### src/hdl/assert_macros.svh
// Assertion macros used by the checked RTL file.
`ifndef ASSERT_MACROS_SVH
`define ASSERT_MACROS_SVH

// Same-cycle implication under a synchronous reset.
`define ASSERT_IMPLIES(lbl, clk, rst, ante, cons) \
   lbl: assert property (@(posedge clk) disable iff (rst) (ante) |-> (cons)) \
      else $error("assertion failed");

// Next-cycle implication under a synchronous reset.
`define ASSERT_NEXT(lbl, clk, rst, ante, cons) \
   lbl: assert property (@(posedge clk) disable iff (rst) (ante) |=> (cons)) \
      else $error("assertion failed");

`endif

### src/hdl/wti_ram.sv
// Generic single-write, single-read RAM with registered read data.
module wti_ram #(
   parameter int WIDTH = 32,
   parameter int DEPTH = 64
) (
   input  logic                     clock,
   input  logic                     wr_en,
   input  logic [$clog2(DEPTH)-1:0] wr_addr,
   input  logic [WIDTH-1:0]         wr_data,
   input  logic [$clog2(DEPTH)-1:0] rd_addr,
   output logic [WIDTH-1:0]         rd_data
);
   logic [WIDTH-1:0] mem_ff [DEPTH];
   logic [WIDTH-1:0] rd_data_ff;

   always_ff @(posedge clock) begin
      if (wr_en) begin
         mem_ff[wr_addr] <= wr_data;
      end
      rd_data_ff <= mem_ff[rd_addr];
   end

   assign rd_data = rd_data_ff;
endmodule

### config.mk
export PLATFORM = sky130hd
export DESIGN_NAME = wti_ram
export DESIGN_NICKNAME = d
export VERILOG_FILES = /design/src/hdl/assert_macros.svh /design/src/hdl/wti_ram.sv
export SDC_FILE = /design/constraint.sdc
export NUM_CORES = 2
export LEC_CHECK = 0
export BUFFER_PORTS_ARGS = -buffer_cell sky130_fd_sc_hd__buf_2
export CAP_MARGIN = 20
export CORE_MARGIN = 2
export CORE_UTILIZATION = 45
export DETAILED_ROUTE_END_ITERATION = 8
export GPL_ROUTABILITY_DRIVEN = 0
export PLACE_DENSITY = 0.72
export SLEW_MARGIN = 20
export SYNTH_ARGS = -nofsm -noshare
export SYNTH_HDL_FRONTEND = slang
export SYNTH_SLANG_ARGS = --single-unit
### constraint.sdc
create_clock -name clock -period 6.5 [get_ports clock]
set_clock_uncertainty 0.15 [all_clocks]
set_input_delay 1.3 -clock clock [delete_from_list [all_inputs] [get_ports clock]]
set_output_delay 1.3 -clock clock [all_outputs]
set_load 0.02 [all_outputs]
==> reports/metrics.yaml <==
outcome: "finished clean"
ys_seq_elements: 2080
synth-async-reset-ratio_pct: 0
rsz0062_at_grt: "false"
cap_viol_max_count: 0
clkTransAtPathRegs_ps: 60
worst_setup_path_end_kind: "register"
cp.required_ps: 7010
hold_ws_ps: 586
r2r_start: "mem_ff[15][7]"
drtIter0Drc: 5263
startpoint: "rd_addr[1]"
synth-seq-area-share_pct: 79.1
synth.avg_cell_area_um2: 23.6
area_growth_pct: 13.6
hold_class: "register to register"
reg2reg_slack_ps: 3910
cts_setup_buffers: 0
mostFrequentLayoutCells: "2,048 x edfxtp_1, 544 x mux4_2, 198 x clkbuf_16, 127 x buf_4, 93 x mux2i_1"
crit_path_start_kind: "input pin"
ir_drop_mv: 0.333
clkLatencyLatePin_ps: 820
fill_cells: 13000
synthCells: 3324
worstSetupPathType: "input pin to register"
die_w_um: 422
max_freq_mhz: 261
post-route-drc-count: 0
reg2reg_depth: 5
first_pass_iters: 6
row_count: 153
crit_fanout: 75
p_leak_nw: 27.6
dp_hpwl_um: 108000
cts_tree: "built"
critPathCapture: "rd_data[29]"
cts_resized: 0
ios: 78
grt-ovfl-total: 0
cts_hold_buf: 0
slew_headroom_pct: 20.1
timing.final.crit_share_pct: 58.8
setup_viol: 0
grt_use_total_pct: 21.7
io_buffer_count: 77
cts_sinks: 2080
synth_edf_count: 2048
synth_area_mm2: 0.0785
ant_nets: 0
fin_crit_ps: 3830
yosys.area.top_type: "edfxtp_1"
final_nets: 3592
hold_viol_final: 0
core_mm2: 0.174
vias: 37000
slew_viol_final: 0
yosysWarnings: 0
die_h_um: 422
r2r_end: "rd_data[7]"
power_density_mw_per_mm2: 311
cts-root-buf: "clkbuf_16"
final_common_cell: "edfxtp_1"
synth.distinct_cells: 34
tns_ps: 0
die_area_mm2: 0.178
synth_flop_cell: "edfxtp_1"
grt_max_degree: 76
routed_wirelength_um: 193000
grt_pass1_vias: 36900
wl_per_cell_um: 31.9
cts-buffers-inserted: 191
start_util_pct: 45.2
cp.arrival_ps: 4340
synth_nets: 3370
cts_buffer_depth: 3
grt_first_pass_wirelength_um: 275000
h-tree-depth: 4
yosysTopAreaCellShare_pct: 78.3
antenna_found_initial: 8
synth_area_leaders: "edfxtp_1 78%, mux4_2 16%, mux2i_1 1.2%"
drive_gt1_share_pct: 29.8
via_per_inst: 6.13
tightest_slew_ps: 1200
-- cells by family after synthesis --
logic type      count (synthesis)  share of synthesized area (%)
compound gates                202                           1.67
buf+inv                       182                           1.13
flops                        2080                           79.1
mux                           637                           16.8
simple gates                  223                           1.27
-- worst max-delay path: stages --
cell     delay [ps]
buf_8           490
buf_12          470
mux4_2          390
mux4_2          560
o22ai_1         740
nor2_1          140
-- layer usage --
metal / share of wire (%) / GRT usage [%]
met4: 3.1 / 7.05
met2: 49 / 34.9
met3: 10 / 4.51
met1: 37 / 29.8
met5: 0.0088 / 0
-- how the worst min path moves through the flow --
stage	from	end	slack, ps	depth (start not counted)
after global placement	mem_ff[12][17]	rd_data[17]	630	4
after floorplan	mem_ff[12][17]	rd_data[17]	510	4
after CTS	mem_ff[12][4]	rd_data[4]	600	4
final	mem_ff[13][4]	rd_data[4]	590	4
after global routing	mem_ff[28][20]	rd_data[20]	700	4
after detailed placement	mem_ff[12][4]	rd_data[4]	570	4
-- report_power, final --
group / switching [mW] / internal (mW)
Sequential: 0.0575 / 14.8
Clock: 4.74 / 6.75
Combinational: 0.889 / 0.497
-- flip-flops by register name (all words and copies together) (netlist names) --
name	count
mem_ff	2048
rd_data	32
-- synthesized netlist by cell type, types with 7 or more instances --
library cell     n
a21oi_1         62
a22oi_1         12
a311oi_1         8
buf_1           21
buf_2           57
buf_4           25
clkbuf_1        74
dfxtp_1         32
edfxtp_1      2048
mux2i_1         93
mux4_2         544
nand2_1         26
nand2b_1         8
nor2_1         137
nor2b_1         15
nor3_1           7
o221ai_1        27
o22ai_1         84
-- final cells by class --
type / instances / area [um2] / share of cell area, %
Multi-Input combinational cell: 1062 / 16000 / 17.9
Clock inverter: 95 / 1070 / 1.20
Tap cell: 2325 / 2910 / 3.26
Sequential cell: 2080 / 62100 / 69.6
Timing Repair Buffer: 211 / 1730 / 1.94
Antenna cell: 1 / 2.50 / 0.00280
Clock buffer: 260 / 5400 / 6.05
-- through the flow --
step	cells	instance area, um2	util (%)	setup WS (ps)	total power [mW]
2_1_floorplan	3324	78500	-	1890	15.9
3_3_place_gp	5670	82500	47.5	1870	16.6
3_5_place_dp	5674	82600	47.6	1870	16.6
4_1_cts	6029	89100	51.3	2720	27.9
5_1_grt	6033	89200	51.4	2700	28.5
6_report	6034	89200	51.4	2670	27.8
No activity file was read; power rests on OpenSTA's default activity.
