--- config.mk ---
export PLATFORM = sky130hd
export DESIGN_NAME = wti_divider
export DESIGN_NICKNAME = d
export VERILOG_FILES = /design/src/hdl/assert_macros.svh /design/src/hdl/wti_pkg.sv /design/src/hdl/wti_divider.sv
export SDC_FILE = /design/constraint.sdc
export NUM_CORES = 1
export LEC_CHECK = 0
export ABC_AREA = 0
export BUFFER_PORTS_ARGS = -buffer_cell sky130_fd_sc_hd__buf_4
export CAP_MARGIN = 20
export CORE_MARGIN = 2
export CORE_UTILIZATION = 50
export DETAILED_ROUTE_END_ITERATION = 8
export PLACE_DENSITY = 0.72
export SYNTH_ARGS = -nofsm -noshare
export SYNTH_HDL_FRONTEND = slang
export SYNTH_SLANG_ARGS = --single-unit
export TNS_END_PERCENT = 20
--- constraint.sdc ---
create_clock -name clock -period 6.92 [get_ports clock]
set_input_delay 0.346 -clock clock [delete_from_list [all_inputs] [get_ports clock]]
set_output_delay 0.346 -clock clock [all_outputs]
set_load 0.05 [all_outputs]
--- src/hdl/assert_macros.svh ---
// Assertion macros used by the checked RTL file.
`ifndef ASSERT_MACROS_SVH
`define ASSERT_MACROS_SVH

// Same-cycle implication under a synchronous reset.
`define ASSERT_IMPLIES(lbl, clk, rst, ante, cons) \
   lbl: assert property (@(posedge clk) disable iff (rst) (ante) |-> (cons)) \
      else $error("assertion failed");

// Next-cycle implication under a synchronous reset.
`define ASSERT_NEXT(lbl, clk, rst, ante, cons) \
   lbl: assert property (@(posedge clk) disable iff (rst) (ante) |=> (cons)) \
      else $error("assertion failed");

`endif

--- src/hdl/wti_pkg.sv ---
// Types and constants of the waypoint trajectory interpolator.
package wti_pkg;
   localparam int MAX_POINTS  = 64;
   localparam int JOINT_COUNT = 6;
   localparam int ADDR_W      = $clog2(MAX_POINTS);
   localparam int CNT_W       = ADDR_W + 1;
   localparam int JOINT_W     = 16;
   localparam int TIME_W      = 32;
   localparam int ROW_W       = JOINT_COUNT * JOINT_W;
   localparam int JIDX_W      = $clog2(JOINT_COUNT);
   localparam int ELAP_W      = TIME_W + 1;
   localparam int QUO_W       = JOINT_W + 1;
   localparam int DEN_W       = TIME_W + 2;
   localparam int NUM_W       = DEN_W + QUO_W;
   localparam int MUL_A_W     = TIME_W + 1;
   localparam int MUL_B_W     = JOINT_W + 2;
   localparam int PROD_W      = MUL_A_W + MUL_B_W;

   typedef enum logic [1:0] {
      REQ_LOAD = 2'd0,
      REQ_TICK = 2'd1,
      REQ_STOP = 2'd2
   } req_code_type;

   typedef struct packed {
      logic [1:0]                req_type;
      logic [TIME_W-1:0]         wp_time;
      logic signed [JOINT_W-1:0] wp_joint_0;
      logic signed [JOINT_W-1:0] wp_joint_1;
      logic signed [JOINT_W-1:0] wp_joint_2;
      logic signed [JOINT_W-1:0] wp_joint_3;
      logic signed [JOINT_W-1:0] wp_joint_4;
      logic signed [JOINT_W-1:0] wp_joint_5;
      logic                      wp_last;
      logic [TIME_W-1:0]         now_time;
   } req_payload_type;

   typedef struct packed {
      logic                      valid_res;
      logic signed [JOINT_W-1:0] joint_0;
      logic signed [JOINT_W-1:0] joint_1;
      logic signed [JOINT_W-1:0] joint_2;
      logic signed [JOINT_W-1:0] joint_3;
      logic signed [JOINT_W-1:0] joint_4;
      logic signed [JOINT_W-1:0] joint_5;
      logic                      still_active;
   } rsp_payload_type;

   typedef struct packed {
      logic             start;
      logic [NUM_W-1:0] numerator;
      logic [DEN_W-1:0] denominator;
   } div_ctl_type;

   typedef struct packed {
      logic             done;
      logic [QUO_W-1:0] quotient;
   } div_stat_type;
endpackage

--- src/hdl/wti_divider.sv ---
// Restoring divider that produces one quotient bit per cycle.
module wti_divider (
   input  logic                 clock,
   input  logic                 reset,
   input  wti_pkg::div_ctl_type ctl,
   output wti_pkg::div_stat_type stat
);
   import wti_pkg::*;

   localparam int STEP_W = $clog2(QUO_W + 1);

   logic [DEN_W-1:0]  rem_ff;
   logic [QUO_W-1:0]  low_ff;
   logic [QUO_W-1:0]  quo_ff;
   logic [DEN_W-1:0]  den_ff;
   logic [STEP_W-1:0] steps_ff;
   logic              done_ff;
   logic [DEN_W:0]    shifted;
   logic [DEN_W:0]    trial;

   assign shifted = {rem_ff, low_ff[QUO_W-1]};
   assign trial   = shifted - {1'b0, den_ff};

   always_ff @(posedge clock) begin
      if (reset) begin
         steps_ff <= '0;
         done_ff  <= 1'b0;
      end else begin
         done_ff <= 1'b0;
         if (ctl.start) begin
            // The quotient fits QUO_W bits, so the top part is already below the divisor.
            rem_ff   <= ctl.numerator[NUM_W-1:QUO_W];
            low_ff   <= ctl.numerator[QUO_W-1:0];
            den_ff   <= ctl.denominator;
            quo_ff   <= '0;
            steps_ff <= STEP_W'(QUO_W);
         end else if (steps_ff != '0) begin
            if (!trial[DEN_W]) begin
               rem_ff <= trial[DEN_W-1:0];
            end else begin
               rem_ff <= shifted[DEN_W-1:0];
            end
            quo_ff   <= {quo_ff[QUO_W-2:0], ~trial[DEN_W]};
            low_ff   <= {low_ff[QUO_W-2:0], 1'b0};
            steps_ff <= steps_ff - 1'b1;
            done_ff  <= (steps_ff == STEP_W'(1));
         end
      end
   end

   assign stat.done     = done_ff;
   assign stat.quotient = quo_ff;
endmodule

==> qor.txt, run 1 <==
outcome = complete, no violations
maximum clock path buffer count = 2
DRT iter0 DRCs = 456
ranking of synthesized cells by area = edfxtp_1 47%, ha_1 7.1%, inv_1 3.2%
CP Cell Sequence = inv_1 -> ha_1 -> fa_1 -> nand2b_1 -> a21o_1 -> a31oi_4 -> a41oi_2 -> or4_4 -> a311oi_4 -> or3_1 -> nand2_1 -> a311o_1
R2R cell count = 12
Final nets = 838
Clock transition at path regs = 80 ps
Ys Warns = 0
Initial Util = 51.4%
Setup Viol. Count Final = 0
Tmin final = 4610 ps
num rows = 41
Synth Flop Type = edfxtp_1
GRT Resource Usage Total = 23.2%
hold crit path type = primary input to register
GPL Wtd Cong = 0.950
routed via count = 5,191
Post-synth EDFFs = 102
Largest delay share family, worst path = simple AND/OR/NAND/NOR gates
Mapped Area = 6510 um2
kind of critical path = register to register
largest net degree at the start of global routing = 73
WHS Path Cells = 1
max cap viols = 0
Ports = 106
Residual DRC = 0
Inst Count DP = 872
first-pass GRT wire length = 25,800 um
cell taking the most area after synthesis = edfxtp_1
final wirelength = 15,900 um
Area Growth Syn to Fin = 18.7%
initial antenna violation count = 0
Worst Setup Start Kind = register
RSZ-0062 raised after global routing = false
worst path required time = 7040 ps
Clock Skews = 13.4 ps
Avg WL per Cell = 17.9 um
Seq cells post-synth = 108
Die ar. = 14,000 um2
Syn Inst Count = 625
Post-DP HPWL = 11,100 um
vias in the first global route = 5,202
Hold Worst Slack = 146 ps
Final Hold Vio Count = 0
post-synthesis sequential area ratio = 48.9%
Core Area = 12,700 um2
Avg Cell Area, Syn = 10.4 um2
Routed Antenna Nets = 0
CP endpoint kind = register
CTS tree = done
Die Span Y = 118 um
Post-CTS Repair Setup Buffers = 0
Slew Limit Fails = 0
Hold Buf Count CTS = 0
share of the synthesized area in the top cell type = 47.0%
total congestion overflow = 0
Yosys cell types = 60
setup TNS = 0 ps
CTS sink count = 108
post-route insts no fill = 889
Setup WS post-layout = 2310 ps
Worst path max stage delay = 660 ps
fin util = 61.0%
Syn Nets = 751
f_max = 217 MHz
PortBufs = 105
maximum fanout along the worst path = 20
TritonRoute pass-1 iters = 5
Worst path depth = 12
clk_lat worst skew = 370 ps
CP max-delay cell = or3_1
Leakage = 3.17 nW
final period utilization = 66.6%
share of post-route cells with drive strength above 1 = 21.5%
pre-CTS WS = 2290 ps
relative slew slack = 37.5%
Post-CTS Resized = 0
Max VDD drop = 0.140 mV
Worst Path Buf+Inv = 1
Die W = 118 um
Crit path arrival time = 4730 ps
worst slew pin tran = 937 ps
DR vias/cell = 5.84
htree depth = 3
ys async rst share = 0%
Power Dens Cells = 285 nW/um2
Ant. Diodes = 0
clock root buffer = clkbuf_16
CTS Buf Count = 9
[layout make-up]
type,instances,area (um2)
Inverter,56,210
Tap cell,172,215
Fill cell,1099,4940
Timing Repair Buffer,112,853
Sequential cell,108,3180
Clock buffer,10,229
Clock inverter,6,53.8
Multi-Input combinational cell,425,2980
[report_power, final]
group          total, mW  internal (mW)  switching [mW]
clock              0.514          0.252           0.262
sequential         0.871          0.827          0.0438
combinational      0.820          0.329           0.491
total               2.20           1.41           0.797
[final timing paths]
path                    start           to  slack [ps]
setup / recovery   low_ff[16]   rem_ff[16]        2310
hold / removal        ctl[18]   den_ff[18]         150
setup reg to reg   low_ff[16]   rem_ff[16]        2310
hold reg to reg   steps_ff[1]  steps_ff[1]         520
[placed cells by master, fill, tap and decap left out, drive strengths merged, types with 17 or more instances in the layout]
cell,count
nor2b,17
xnor2,23
a31oi,22
a21oi,35
o21ai,37
buf,112
edfxtp,102
ha,37
nand2,37
a21o,17
nor2,34
inv,59
[cells in the mapped netlist (all sizes together) (2+ instances only)]
| master | number |
|---|---|
| a211o | 2 |
| a21boi | 2 |
| a221oi | 2 |
| o21bai | 3 |
| ha | 37 |
| a41oi | 2 |
| and4 | 3 |
| mux2 | 16 |
| nand2 | 37 |
| o21a | 6 |
| or2 | 2 |
| a311o | 5 |
| a31oi | 22 |
| xnor2 | 23 |
| buf | 7 |
| nand2b | 10 |
| or3 | 3 |
| a221o | 2 |
| nand3 | 16 |
| nor4 | 9 |
| nand4 | 13 |
| o21ai | 37 |
| and3 | 2 |
| nor2b | 17 |
| nor2 | 34 |
| o211ai | 15 |
| a211oi | 2 |
| clkbuf | 29 |
| inv | 55 |
| xor2 | 7 |
| dfxtp | 6 |
| a21oi | 35 |
| o311ai | 8 |
| o31ai | 4 |
| nor3 | 12 |
| a21o | 17 |
| and2 | 8 |
| edfxtp | 102 |
| or4 | 2 |
[registers in the layout, indices dropped and copies added, names as in the netlist]
register and cells:
den_ff 34, done_ff 1, quo_ff 17, rem_ff 34, steps_ff 5, low_ff 17
[stage by stage]
step / total power [mW] / cell area [um2]
6_report: 2.20 / 7730
4_1_cts: 2.20 / 7710
2_1_floorplan: 1.48 / 6510
3_3_place_gp: 1.66 / 7420
3_5_place_dp: 1.69 / 7420
5_1_grt: 2.32 / 7730
[per-layer routing]
| metal | GRT usage, % | vias up | wire length, um |
|---|---|---|---|
| li1 | - | 2497 | - |
| met1 | 29.1 | 2444 | 6680 |
| met2 | 38.7 | 219 | 7880 |
| met3 | 5.28 | 31 | 1000 |
| met4 | 9.19 | 0 | 367 |
| met5 | 0 | - | 0 |
[kinds of logic after synthesis]
logic type | count (synthesis) | synth area share, %
AO/OA/AOI/OAI | 172 | 18.0
XOR/XNOR | 30 | 4.04
adder cells (fa/ha/maj) | 38 | 7.42
buffers and inverters | 92 | 5.59
flip-flops | 108 | 48.9
multiplexers | 16 | 2.77
AND/OR/NAND/NOR | 169 | 13.3
No activity file was read; power rests on OpenSTA's default activity.
==> run 2: changes to the inputs <==
--- a/config.mk
+++ b/config.mk
@@ -11,7 +11,7 @@
 export CORE_MARGIN = 2
 export CORE_UTILIZATION = 50
 export DETAILED_ROUTE_END_ITERATION = 8
-export PLACE_DENSITY = 0.72
+export PLACE_DENSITY = 0.75
 export SYNTH_ARGS = -nofsm -noshare
 export SYNTH_HDL_FRONTEND = slang
 export SYNTH_SLANG_ARGS = --single-unit
==> constraint.sdc (replaced) <==
create_clock -name clock -period 3.8 [get_ports clock]
set_input_delay 0.19 -clock clock [delete_from_list [all_inputs] [get_ports clock]]
set_output_delay 0.19 -clock clock [all_outputs]
set_load 0.05 [all_outputs]
==> qor.txt, run 2 (synthesis results as in run 1) <==
outcome = complete, no violations
worst slew pin tran = 782 ps
Die W = 118 um
Clock transition at path regs = 80 ps
vias in the first global route = 5,331
worst path required time = 3890 ps
Worst Path Buf+Inv = 3
largest registers = den_ff x34, rem_ff x34
Design Area, Final = 8240 um2
clk_lat worst skew = 360 ps
Internal Power = 2.73 mW
largest net degree at the start of global routing = 73
Post-DP HPWL = 11,600 um
Leakage = 3.42 nW
clock share of power = 23.0%
final wirelength = 16,600 um
initial antenna violation count = 0
Initial Util = 51.4%
Tmin final = 3680 ps
maximum fanout along the worst path = 8
DR vias/cell = 5.80
first-pass GRT wire length = 26,500 um
htree depth = 3
maximum clock path buffer count = 2
Largest delay share family, worst path = compound AO/OA/AOI/OAI gates
CTS tree = done
post-route insts no fill = 941
GRT Resource Usage Total = 23.8%
f_max = 272 MHz
total congestion overflow = 0
hold crit path type = primary input to register
Ports = 106
num rows = 41
Sw Ratio = 35.0%
routed via count = 5,457
Final Hold Vio Count = 0
RSZ-0062 raised after global routing = false
Worst Setup Start Kind = register
Final nets = 890
sequential share of power = 37.9%
CP endpoint kind = register
CTS sink count = 108
Area Growth Syn to Fin = 26.5%
Slew Limit Fails = 0
most frequent cells in the layout = 137 x buf_4, 102 x edfxtp_1, 55 x inv_1
Placed Instance Area = 7560 um2
final period utilization = 96.8%
relative slew slack = 47.8%
max cap viols = 0
CP max-delay cell = or4_4
clock root buffer = clkbuf_16
CP Cell Sequence = inv_1 -> ha_1 -> fa_1 -> nand2b_4 -> a21o_1 -> a31oi_4 -> a41oi_2 -> or4_4 -> a311oi_4 -> nor3_4 -> buf_4 -> buf_4 -> o211ai_1 -> o211ai_1
Worst path max stage delay = 460 ps
Die Span Y = 118 um
Residual DRC = 0
Power Dens Cells = 510 nW/um2
Crit path arrival time = 3770 ps
Comb power frac = 39.1%
Avg WL per Cell = 17.7 um
switching pwr = 1.47 mW
GPL Wtd Cong = 0.941
kind of critical path = register to register
Inst Count DP = 889
Setup Viol. Count Final = 0
most common cell after layout, fill and taps aside = buf_4
Routed Antenna Nets = 0
Clock Skews = 12.5 ps
DRT iter0 DRCs = 493
CTS Buf Count = 9
share of post-route cells with drive strength above 1 = 24.3%
Ant. Diodes = 0
TritonRoute pass-1 iters = 5
Core Area = 12,700 um2
Max VDD drop = 0.263 mV
PortBufs = 105
Die ar. = 14,000 um2
-- run 2: through the flow --
| stage | hold WS (ps) | utilization (%) | worst slack [ps] | power [mW] | setup TNS [ps] |
|---|---|---|---|---|---|
| finish | 13.9 | 65.0 | 120 | 4.20 | 0 |
| global route | 0.0973 | 65.0 | 29.2 | 4.43 | 0 |
| CTS | 0.00153 | 63.2 | 44.5 | 4.13 | 0 |
| detailed placement | 369 | 59.7 | -35.2 | 3.14 | -35.2 |
| global placement | 368 | 59.7 | 146 | 3.10 | 0 |
| floorplan | 259 | - | 291 | 2.68 | 0 |
-- run 2: per-layer routing --
layer | GRT usage [%] | up-vias | part of all wire, %
li1 | - | 2596 | -
met1 | 30.5 | 2621 | 42
met2 | 41.0 | 215 | 50
met3 | 5.38 | 25 | 6.1
met4 | 5.35 | 0 | 1.4
met5 | 0 | - | 0
-- run 2: power groups by stage --
stage | clock network, mW | logic [mW] | registers, mW
after floorplan | 0 | 1.02 | 1.66
after global placement | 0 | 1.49 | 1.61
after global routing | 1.03 | 1.79 | 1.61
after detailed placement | 0 | 1.53 | 1.61
final | 0.964 | 1.64 | 1.59
after CTS | 0.991 | 1.55 | 1.59
-- run 2: repair_timing --
action	CTS	global route
gates cloned	0	0
setup buffers	0	11
hold buffers	14	11
endpoints found under the setup margin	1	29
gates resized for setup	1	9
pin swaps	1	9
endpoints found under the hold margin	14	11
-- run 2: worst reg2reg max path: cells and delay by family, from the launching register on --
kind,cells,cell delay (ps)
compound gates,6,1340
fa+ha+maj,2,610
buf+inv,3,350
flops,1,370
simple gates,3,740
-- run 2: final timing paths --
kind	startpoint	endpoint	slack, ps	depth (start not counted)
setup / recovery	low_ff[16]	rem_ff[31]	120	14
hold / removal	ctl[22]	den_ff[22]	10	1
setup reg to reg	low_ff[16]	rem_ff[31]	120	14
hold reg to reg	steps_ff[1]	steps_ff[1]	530	2
-- run 2: layout make-up --
cell class              instances  area, um2
well taps                     172        215
clock inverters                 7       75.1
clock buffers                   9        225
inverters                      56        210
fillers                      1041       4440
repair buffers                164       1300
multi-input cells             425       3020
flip-flops and latches        108       3180
==> run 3: changes to the inputs <==
--- a/config.mk
+++ b/config.mk
@@ -11,7 +11,7 @@
 export CORE_MARGIN = 2
 export CORE_UTILIZATION = 50
 export DETAILED_ROUTE_END_ITERATION = 8
-export PLACE_DENSITY = 0.75
+export PLACE_DENSITY = 0.72
 export SYNTH_ARGS = -nofsm -noshare
 export SYNTH_HDL_FRONTEND = slang
 export SYNTH_SLANG_ARGS = --single-unit
==> constraint.sdc (replaced) <==
create_clock -name clock -period 4.4 [get_ports clock]
set_input_delay 0.22 -clock clock [delete_from_list [all_inputs] [get_ports clock]]
set_output_delay 0.22 -clock clock [all_outputs]
set_load 0.05 [all_outputs]
==> qor.txt, run 3 (synthesis results as in run 1) <==
Initial Util = 51.4%
Clock transition at path regs = 70 ps
vias in the first global route = 5,207
clock root buffer = clkbuf_16
GRT Resource Usage Total = 22.8%
most common cell after layout, fill and taps aside = buf_4
PortBufs = 105
total congestion overflow = 0
Max VDD drop = 0.301 mV
routed via count = 5,230
Die ar. = 14,000 um2
Final Hold Vio Count = 0
Tmin final = 3970 ps
CTS tree = done
Die Span Y = 118 um
sequential share of power = 38.6%
Sw Ratio = 34.2%
Core Area = 12,700 um2
routed wl met3 = 978 um
Routed Antenna Nets = 0
CP endpoint kind = register
clk_lat worst skew = 360 ps
first-pass GRT wire length = 25,600 um
DR vias/cell = 5.84
Clock Skews = 6.12 ps
CTS sink count = 108
Power Dens Cells = 455 nW/um2
Residual DRC = 0
Slew Limit Fails = 0
htree depth = 3
share of post-route cells with drive strength above 1 = 22.2%
switching pwr = 1.21 mW
kind of critical path = register to register
final wirelength = 15,400 um
setup TNS = 0 ps
hold crit path type = primary input to register
DRT iter0 DRCs = 461
Die W = 118 um
clock share of power = 24.8%
RSZ-0062 raised after global routing = false
Setup Viol. Count Final = 0
largest registers = den_ff x34, rem_ff x34
GPL Wtd Cong = 0.889
highest routing layer actually used = met4
maximum fanout along the worst path = 32
largest net degree at the start of global routing = 73
Ant. Diodes = 0
Hold Worst Slack = 35.4 ps
Post-CTS Resized = 0
f_max = 252 MHz
Post-DP HPWL = 11,000 um
Area Growth Syn to Fin = 19.9%
num rows = 41
Leakage = 3.21 nW
Hold Buf Count CTS = 0
worst slew pin tran = 778 ps
relative slew slack = 48.2%
fin util = 61.6%
most frequent cells in the layout = 119 x buf_4, 102 x edfxtp_1, 55 x inv_1
Avg WL per Cell = 17.2 um
final period utilization = 90.1%
Final nets = 845
CTS Buf Count = 9
Internal Power = 2.34 mW
Comb power frac = 36.7%
met2 WL post-DR = 7470 um
initial antenna violation count = 0
Ports = 106
Post-CTS Repair Setup Buffers = 0
outcome = complete, no violations
Worst Setup Start Kind = register
maximum clock path buffer count = 2
max cap viols = 0
TritonRoute pass-1 iters = 5
M1 wire length = 6630 um
worst path required time = 4510 ps
Crit path arrival time = 4070 ps
==> run 3: power groups by stage <==
stage | Clock (mW) | Combinational [mW] | Sequential [mW]
2_1_floorplan | 0 | 0.882 | 1.44
3_3_place_gp | 0 | 1.26 | 1.38
3_5_place_dp | 0 | 1.29 | 1.39
4_1_cts | 0.901 | 1.30 | 1.37
5_1_grt | 0.938 | 1.44 | 1.38
6_report | 0.879 | 1.30 | 1.37
==> run 3: area by class of cell <==
cell class,instances,area (um2)
Fill cell,1082,4870
Clock inverter,7,96.3
Clock buffer,9,225
Inverter,56,210
Timing Repair Buffer,119,893
Tap cell,172,215
Sequential cell,108,3180
Multi-Input combinational cell,425,2980
==> run 3: layer usage <==
metal  vias up  GRT usage (%)
li1       2513              -
met1      2499           30.6
met2       190           36.7
met3        28           5.23
met4         0           6.93
met5         -              0
==> run 3: stage by stage <==
step	cells	total power [mW]	setup WS (ps)	area, um2
4_1_cts	896	3.56	451	7800
3_5_place_dp	880	2.68	453	7480
3_3_place_gp	880	2.64	602	7480
5_1_grt	896	3.76	253	7800
2_1_floorplan	625	2.32	891	6520
6_report	896	3.55	434	7800
==> run 3: worst paths after layout <==
| kind | startpoint | to | slack (ps) | depth (start not counted) |
|---|---|---|---|---|
| setup reg to reg | low_ff[16] | rem_ff[33] | 430 | 13 |
| hold / removal | ctl[14] | den_ff[14] | 40 | 1 |
| setup / recovery | low_ff[16] | rem_ff[33] | 430 | 13 |
| hold reg to reg | low_ff[0] | low_ff[1] | 550 | 1 |
==> run 3: critical path: stages, from the launching register on <==
cell and delay (ps):
edfxtp_1 340, inv_1 40, ha_1 210, fa_1 390
nand2b_1 200, a21o_1 200, a31oi_4 200, a41oi_2 200
or4_4 550, a311oi_4 370, o21a_2 200, buf_4 330
nor4_1 110, a311o_1 350
